`src/hw/rtl/skt_pkg.sv`:
```
package skt_pkg;

   localparam int KEY_BITS          = 32;
   localparam int DEPTH_DEFAULT     = 64;
   localparam int PAYLOAD_BITS_DFLT = 32;

   // request codes
   localparam logic [1:0] OP_INSERT = 2'd0;
   localparam logic [1:0] OP_DELETE = 2'd1;
   localparam logic [1:0] OP_LOOKUP = 2'd2;
   localparam logic [1:0] OP_UPDATE = 2'd3;

   // status codes
   localparam logic [1:0] ST_DONE = 2'd0;
   localparam logic [1:0] ST_FULL = 2'd1;
   localparam logic [1:0] ST_MISS = 2'd2;

   typedef struct packed {
      logic [1:0]                 req_type;
      logic signed [KEY_BITS-1:0] key;
      logic [31:0]                payload;
   } skt_req_type;

   typedef struct packed {
      logic [1:0]  status;
      logic [5:0]  index;
      logic [31:0] found_payload;
      logic [6:0]  count;
   } skt_rsp_type;

   // control broadcast from the top level to every cell
   typedef struct packed {
      logic       capture;
      logic       apply;
      logic [1:0] op;
      logic       found;
      logic       room;
   } skt_ctl_type;

endpackage

```
`src/hw/rtl/skt_cell.sv`:
```
module skt_cell
   import skt_pkg::*;
#(
   parameter int IDX   = 0,
   parameter int PW    = 32,
   parameter int CNT_W = 7
) (
   input  logic                clock,
   input  skt_ctl_type         ctl,
   input  logic [KEY_BITS-1:0] cmp_key,
   input  logic [KEY_BITS-1:0] new_key,
   input  logic [PW-1:0]       new_pl,
   input  logic [CNT_W-1:0]    count,
   input  logic [KEY_BITS-1:0] left_key,
   input  logic [PW-1:0]       left_pl,
   input  logic                left_gt,
   input  logic                left_eq,
   input  logic [KEY_BITS-1:0] right_key,
   input  logic [PW-1:0]       right_pl,
   output logic [KEY_BITS-1:0] key_out,
   output logic [PW-1:0]       pl_out,
   output logic                gt_out,
   output logic                eq_out,
   output logic                ins_hot,
   output logic                match_hot
);

   logic [KEY_BITS-1:0] key_ff, key_in;
   logic [PW-1:0]       pl_ff, pl_in;
   logic                gt_ff, gt_in;
   logic                eq_ff, eq_in;
   logic                valid;

   // empty slots count as greater so the insert point is always found
   assign valid = (CNT_W'(IDX) < count);

   always_comb begin
      gt_in = gt_ff;
      eq_in = eq_ff;
      if (ctl.capture) begin
         gt_in = !valid || ($signed(key_ff) > $signed(cmp_key));
         eq_in = valid && (key_ff == cmp_key);
      end
   end

   assign ins_hot   = gt_ff && !left_gt;
   assign match_hot = eq_ff && !left_eq;

   always_comb begin
      key_in = key_ff;
      pl_in  = pl_ff;
      if (ctl.apply) begin
         case (ctl.op)
            OP_INSERT: begin
               if (ctl.room) begin
                  if (left_gt) begin
                     key_in = left_key;
                     pl_in  = left_pl;
                  end else if (gt_ff) begin
                     key_in = new_key;
                     pl_in  = new_pl;
                  end
               end
            end
            OP_DELETE: begin
               // everything from the match upward has key >= the request key
               if (ctl.found && (gt_ff || eq_ff)) begin
                  key_in = right_key;
                  pl_in  = right_pl;
               end
            end
            OP_UPDATE: begin
               if (match_hot) begin
                  pl_in = new_pl;
               end
            end
            default: begin
            end
         endcase
      end
   end

   always_ff @(posedge clock) begin
      key_ff <= key_in;
      pl_ff  <= pl_in;
      gt_ff  <= gt_in;
      eq_ff  <= eq_in;
   end

   assign key_out = key_ff;
   assign pl_out  = pl_ff;
   assign gt_out  = gt_ff;
   assign eq_out  = eq_ff;

endmodule

```
`config.mk`:
```
export PLATFORM = sky130hd
export DESIGN_NAME = skt_cell
export DESIGN_NICKNAME = d
export VERILOG_FILES = /design/src/hw/rtl/skt_pkg.sv /design/src/hw/rtl/skt_cell.sv
export SDC_FILE = /design/constraint.sdc
export NUM_CORES = 1
export LEC_CHECK = 0
export BUFFER_PORTS_ARGS = -buffer_cell sky130_fd_sc_hd__clkbuf_2
export CORE_ASPECT_RATIO = 0.5
export CORE_MARGIN = 2
export CORE_UTILIZATION = 43
export CTS_BUF_LIST = sky130_fd_sc_hd__clkbuf_16
export CTS_CLUSTER_DIAMETER = 100
export CTS_CLUSTER_SIZE = 40
export DETAILED_ROUTE_END_ITERATION = 8
export PLACE_DENSITY = 0.88
export SYNTH_ARGS = -nofsm -noshare
export SYNTH_HDL_FRONTEND = slang
export SYNTH_SLANG_ARGS = --single-unit
```
`constraint.sdc`:
```
create_clock -name clock -period 6.4 [get_ports clock]
set_input_delay 1.92 -clock clock [delete_from_list [all_inputs] [get_ports clock]]
set_output_delay 1.92 -clock clock [all_outputs]
set_load 0.01 [all_outputs]
```
# Word-level counts from Yosys, hierarchy flattened
# Cells that the tools add are included.
# totals
register_bits,66
latch_bits,0
ramBits,0
mem_bits_ro,0
input_bits,240
output_inout_bits,68
memories,0
# classes
add_sub_neg,0
mul,0
div_mod_pow,0
magnitude_cmp,2
n_eq_ne,7
shifts,0
muxes,11
n_bitwise,0
n_reduce_logical,14
# op_table
operator,count
two-way mux 32 bit,9
case mux 32 bit (3 select lines),1
case mux 32 bit (2 select lines),1
equality test 32 bit,1
greater-than comparator 32 bit,1
"less-than comparator 1 x 7 -> 1 bit, first input constant",1
"inequality test 2 bit, second input constant",3
AND reduction 6 bit,1
AND reduction 5 bit,1
logical AND 1 bit,4
zero test 1 bit,3
"inequality test 3 bit, second input constant",1
nonzero test 3 bit,1
"equality test 2 x 1 -> 1 bit, second input constant",1
"equality test 2 bit, second input constant",1
zero test 2 bit,1
logical OR 1 bit,2
nonzero test 2 bit,1

# Longest topological paths before layout
# depth
ltp_word,4
depth_mapped,8
ltp_nobuf,8

# Least setup slack after synthesis
# OpenSTA, ideal clock, no wires.
# synth_path
path_kind,input to register
start,input port ctl[3] (netlist bit)
end,"register key_ff[0] (netlist: key_out[0]), enable pin"
setup_ps,470
arrival_time_ps,4823
slack_ps,1107
path_stages,3
cell_sequence,buf_2 -> buf_1 -> a211oi_1
# synth_between
elab_chain_cells,3
elab_cells_between_ends,7
# synth_rtl
element,line_no,source
from (decl),skt_cell.sv:9,"input skt_ctl_type ctl,"
equality test 2 x 1 -> 1 bit or zero test 2 bit (tied branches),skt_cell.sv:53,case (ctl.op)
"inequality test 2 bit (no line), or another cell as far along",-,
AND reduction 5 bit (no line) *,-,
to (signal assigned),skt_cell.sv:84,key_ff <= key_in;
to (decl),skt_cell.sv:28,"logic [KEY_BITS-1:0] key_ff, key_in;"
# Mark *: on every way between the ends. The rest lies on a longest branch, timed or not.
# A chain may end at the register's enable or synchronous reset.

# Final worst setup path
# layout_path
start,input port left_gt
end,output port ins_hot
# layout_between
elab_chain_cells,2
# layout_rtl
element,line_no,source
from (decl),skt_cell.sv:16,"input logic left_gt,"
zero test 1 bit,skt_cell.sv:46,assign ins_hot = gt_ff && !left_gt;
logical AND 1 bit,skt_cell.sv:46,
to (decl),skt_cell.sv:24,"output logic ins_hot,"
# No other way between the ends.

==> impl_results.html <==
<table>
<tr><th>Metric</th><th>Value</th></tr>
<tr><th colspan="2">Status</th></tr>
<tr><td>Run status</td><td>complete, no violations</td></tr>
<tr><th colspan="2">Timing</th></tr>
<tr><td>RSZ-0062 raised after global routing</td><td>no</td></tr>
<tr><td>Worst Tran Pin Value</td><td>1240 ps</td></tr>
<tr><td>Post-route worst hold slack</td><td>941 ps</td></tr>
<tr><td>Count of pins over their slew limit</td><td>0</td></tr>
<tr><td>Highest Clock Rate</td><td>221 MHz</td></tr>
<tr><td>Share of the clock period used by the worst path</td><td>70.8%</td></tr>
<tr><td>Setup TNS</td><td>0 ps</td></tr>
<tr><td>Clock period minus final worst setup slack</td><td>4530 ps</td></tr>
<tr><td>Number of hold violations in the final report</td><td>0</td></tr>
<tr><td>Final-report setup violation count</td><td>0</td></tr>
<tr><td>Worst slew slack as a fraction of its limit</td><td>17.0%</td></tr>
<tr><td>Largest clock skew in the final design</td><td>4.24 ps</td></tr>
<tr><th colspan="2">Cells and area</th></tr>
<tr><td>Area Overhead vs Synth</td><td>41.5%</td></tr>
<tr><td>Most common library cell in the layout ignoring fill and taps</td><td>sky130_fd_sc_hd__clkbuf_2</td></tr>
<tr><td>Footprint of the multi-input gates</td><td>2370 um2</td></tr>
<tr><td>Antenna diode count</td><td>0</td></tr>
<tr><td>Fraction of layout instances using a drive strength above 1</td><td>43.7%</td></tr>
<tr><td>Most used cells in the layout excluding fill and tap cells</td><td>306 x sky130_fd_sc_hd__clkbuf_2, 66 x sky130_fd_sc_hd__edfxtp_1, 63 x sky130_fd_sc_hd__mux2i_1</td></tr>
<tr><td>Area used by sequential logic in the layout</td><td>1980 um2</td></tr>
<tr><td>Nets</td><td>1020</td></tr>
<tr><td>Fillers</td><td>870</td></tr>
<tr><th colspan="2">Placement</th></tr>
<tr><td>Gp weighted congestion</td><td>0.912</td></tr>
<tr><td>Half-perimeter wire length of the detailed placement result</td><td>11200 um</td></tr>
<tr><td>Count of input and output buffers</td><td>307</td></tr>
<tr><th colspan="2">Global routing</th></tr>
<tr><td>Global-route wire length before repair</td><td>21600 um</td></tr>
<tr><td>Remaining Overflow, GRT</td><td>0</td></tr>
<tr><td>GRT Overall Usage</td><td>24.0%</td></tr>
<tr><td>Number of antenna violations at the first check in global routing</td><td>0</td></tr>
<tr><td>Largest net degree at the start of global routing</td><td>66</td></tr>
<tr><td>Vias in the first global route</td><td>4632</td></tr>
<tr><th colspan="2">Setup path</th></tr>
<tr><td>Largest driver fanout on the critical path</td><td>48</td></tr>
<tr><td>Crit Reg-Reg Endpoint</td><td>gt_out$_DFFE_PP_</td></tr>
<tr><td>Type of element launching the critical path</td><td>input pin</td></tr>
<tr><td>Worst EP arrival</td><td>2610 ps</td></tr>
<tr><td>Reg-to-reg critical path startpoint</td><td>key_out[15]$_DFFE_PP_</td></tr>
<tr><td>Crit. End Element</td><td>primary output</td></tr>
<tr><td>R2R cell count</td><td>7</td></tr>
<tr><td>Setup slack of the worst register-to-register path</td><td>4020 ps</td></tr>
<tr><td>Critical path type</td><td>input pin to primary output</td></tr>
<tr><td>Data required time of the worst path</td><td>4480 ps</td></tr>
<tr><th colspan="2">Routing</th></tr>
<tr><td>Initial DRC count</td><td>167</td></tr>
<tr><td>First drt pass iteration count</td><td>5</td></tr>
<tr><td>Total wire length after detailed routing</td><td>14100 um</td></tr>
<tr><td>Drt via density</td><td>5.15</td></tr>
<tr><td>Routed vias</td><td>4592</td></tr>
<tr><td>Final routed wire length divided by cell count</td><td>15.8 um</td></tr>
<tr><td>Remaining number of nets flagged by the antenna check after routing</td><td>0</td></tr>
<tr><td>Number of remaining DRC errors</td><td>0</td></tr>
<tr><th colspan="2">Floorplan</th></tr>
<tr><td>Std-Cell Rows</td><td>26</td></tr>
<tr><td>Die W</td><td>150 um</td></tr>
<tr><td>Die Span Y</td><td>76.9 um</td></tr>
<tr><td>Starting Density</td><td>44.5%</td></tr>
<tr><td>Top Ports</td><td>308</td></tr>
<tr><td>Placeable core region</td><td>10300 um2</td></tr>
<tr><td>Die Area</td><td>11500 um2</td></tr>
<tr><th colspan="2">Hold path</th></tr>
<tr><td>Hold/Removal Path Class</td><td>register to register</td></tr>
<tr><td>Endpoint, Worst Hold</td><td>gt_out$_DFFE_PP_</td></tr>
<tr><td>Hold Startpoint</td><td>key_out[31]$_DFFE_PP_</td></tr>
<tr><td>Cell depth of the worst hold path</td><td>4</td></tr>
<tr><th colspan="2">Synth</th></tr>
<tr><td>Average instance area after synthesis</td><td>10.0 um2</td></tr>
<tr><td>Syn Inst Count</td><td>456</td></tr>
<tr><td>Mapped cell area</td><td>4570 um2</td></tr>
<tr><td>Prevailing post-synth register cell</td><td>sky130_fd_sc_hd__edfxtp_1</td></tr>
<tr><td>Yosys reg bits</td><td>66</td></tr>
<tr><td>Register area share after synthesis</td><td>43.3%</td></tr>
<tr><td>Warning count from the yosys run</td><td>0</td></tr>
<tr><td>Share of flip-flops with an asynchronous set or reset</td><td>0%</td></tr>
<tr><td>Synthesized net count</td><td>728</td></tr>
<tr><td>Number of enable-type register cells in the synthesized netlist</td><td>66</td></tr>
<tr><td>Unique cell type count in the Yosys netlist</td><td>34</td></tr>
<tr><th colspan="2">Power</th></tr>
<tr><td>Static leakage power</td><td>3.23 nW</td></tr>
<tr><td>Worst-case vdd ir drop</td><td>0.104 mV</td></tr>
<tr><td>Total power per unit cell area</td><td>185 nW/um2</td></tr>
<tr><th colspan="2">Clocking</th></tr>
<tr><td>Total clock sinks</td><td>66</td></tr>
<tr><td>CTS hold repair buffers</td><td>0</td></tr>
<tr><td>CTS Buffer Depth</td><td>2</td></tr>
<tr><td>Number of levels the H-tree was split into</td><td>3</td></tr>
<tr><td>Clock input transition at the sequential cells of the worst setup and hold paths</td><td>50 ps</td></tr>
<tr><td>Post-CTS setup buffer count</td><td>0</td></tr>
<tr><td>Resized Gates After CTS</td><td>0</td></tr>
<tr><td>CTS tree</td><td>done</td></tr>
<tr><td>Cell chosen for the clock root</td><td>sky130_fd_sc_hd__clkbuf_16</td></tr>
<tr><td>Number of buffers created by CTS</td><td>9</td></tr>
<tr><td>Clock latency at the later pin of the worst-skew pair</td><td>320 ps</td></tr>
<tr><th colspan="2">Flow run</th></tr>
<tr><td>Max-cap viol count</td><td>0</td></tr>
</table>
kinds of logic after synthesis:
kind of cell / share of synthesized area, %
compound gates: 16.8
simple gates: 11.9
flops: 43.3
buf+inv: 5.39
mux: 13.8
fa+ha+maj: 8.75
state kept, by name, indices dropped and copies added (netlist names):
| register | flops |
|---|---|
| gt_out | 1 |
| eq_out | 1 |
| pl_out | 32 |
| key_out | 32 |
routing by layer:
layer,part of all wire (%),global-route usage [%],routed length [um]
met1,38,25.4,5370
met2,53,45.5,7440
met3,5.9,5.42,830
met4,3.1,10.7,433
met5,0,0,0
layout make-up:
cell class	instances	share of cell area, %
flip-flops and latches	66	30.6
inverters	34	1.97
well taps	140	2.71
clock buffers	9	3.48
multi-input cells	326	36.7
repair buffers	311	24.2
clock inverters	5	0.290
per-stage QoR:
| step | std cells | worst slack [ps] | utilization [%] | power [mW] | instance area (um2) |
|---|---|---|---|---|---|
| global placement | 877 | 1910 | 60.6 | 0.781 | 6230 |
| global route | 891 | 1780 | 63.0 | 1.25 | 6470 |
| finish | 891 | 1870 | 63.0 | 1.20 | 6470 |
| detailed placement | 877 | 1900 | 60.6 | 0.793 | 6230 |
| CTS | 891 | 1880 | 63.0 | 1.21 | 6470 |
| floorplan | 456 | 1110 | - | 0.663 | 4570 |
report_power, final:
| part | internal, mW | switching (mW) |
|---|---|---|
| registers | 0.508 | 0.0106 |
| logic | 0.128 | 0.138 |
| clock network | 0.250 | 0.161 |
| total | 0.886 | 0.310 |
Yosys cell counts, types with 3 or more instances:
master	instances	area, um2
sky130_fd_sc_hd__nand4_1	3	18.8
sky130_fd_sc_hd__edfxtp_1	66	1980
sky130_fd_sc_hd__buf_1	3	11.3
sky130_fd_sc_hd__nand3_1	4	20.0
sky130_fd_sc_hd__buf_2	5	25.0
sky130_fd_sc_hd__inv_1	34	128
sky130_fd_sc_hd__a21oi_1	48	240
sky130_fd_sc_hd__nor2b_1	35	219
sky130_fd_sc_hd__mux2i_1	63	631
sky130_fd_sc_hd__ha_1	32	400
sky130_fd_sc_hd__nand2_1	45	169
sky130_fd_sc_hd__o21ai_0	37	185
sky130_fd_sc_hd__a21o_1	3	22.5
sky130_fd_sc_hd__clkbuf_1	22	82.6
sky130_fd_sc_hd__a211oi_1	32	240
sky130_fd_sc_hd__nor2_1	6	22.5
worst max-delay path: stages:
cell and delay [ps]:
sky130_fd_sc_hd__buf_4 410, sky130_fd_sc_hd__nor2b_1 100, sky130_fd_sc_hd__clkbuf_2 140
worst max path at each step:
stage               startpoint              endpoint  slack (ps)  cells past startpoint
global placement       left_gt               ins_hot        1910                      3
finish                 left_gt               ins_hot        1870                      3
global route           left_gt               ins_hot        1780                      3
detailed placement     left_gt               ins_hot        1900                      3
floorplan               ctl[3]  key_out[0]$_DFFE_PP_        1110                      3
CTS                    left_gt               ins_hot        1880                      3
No activity file was read; power rests on OpenSTA's default activity.
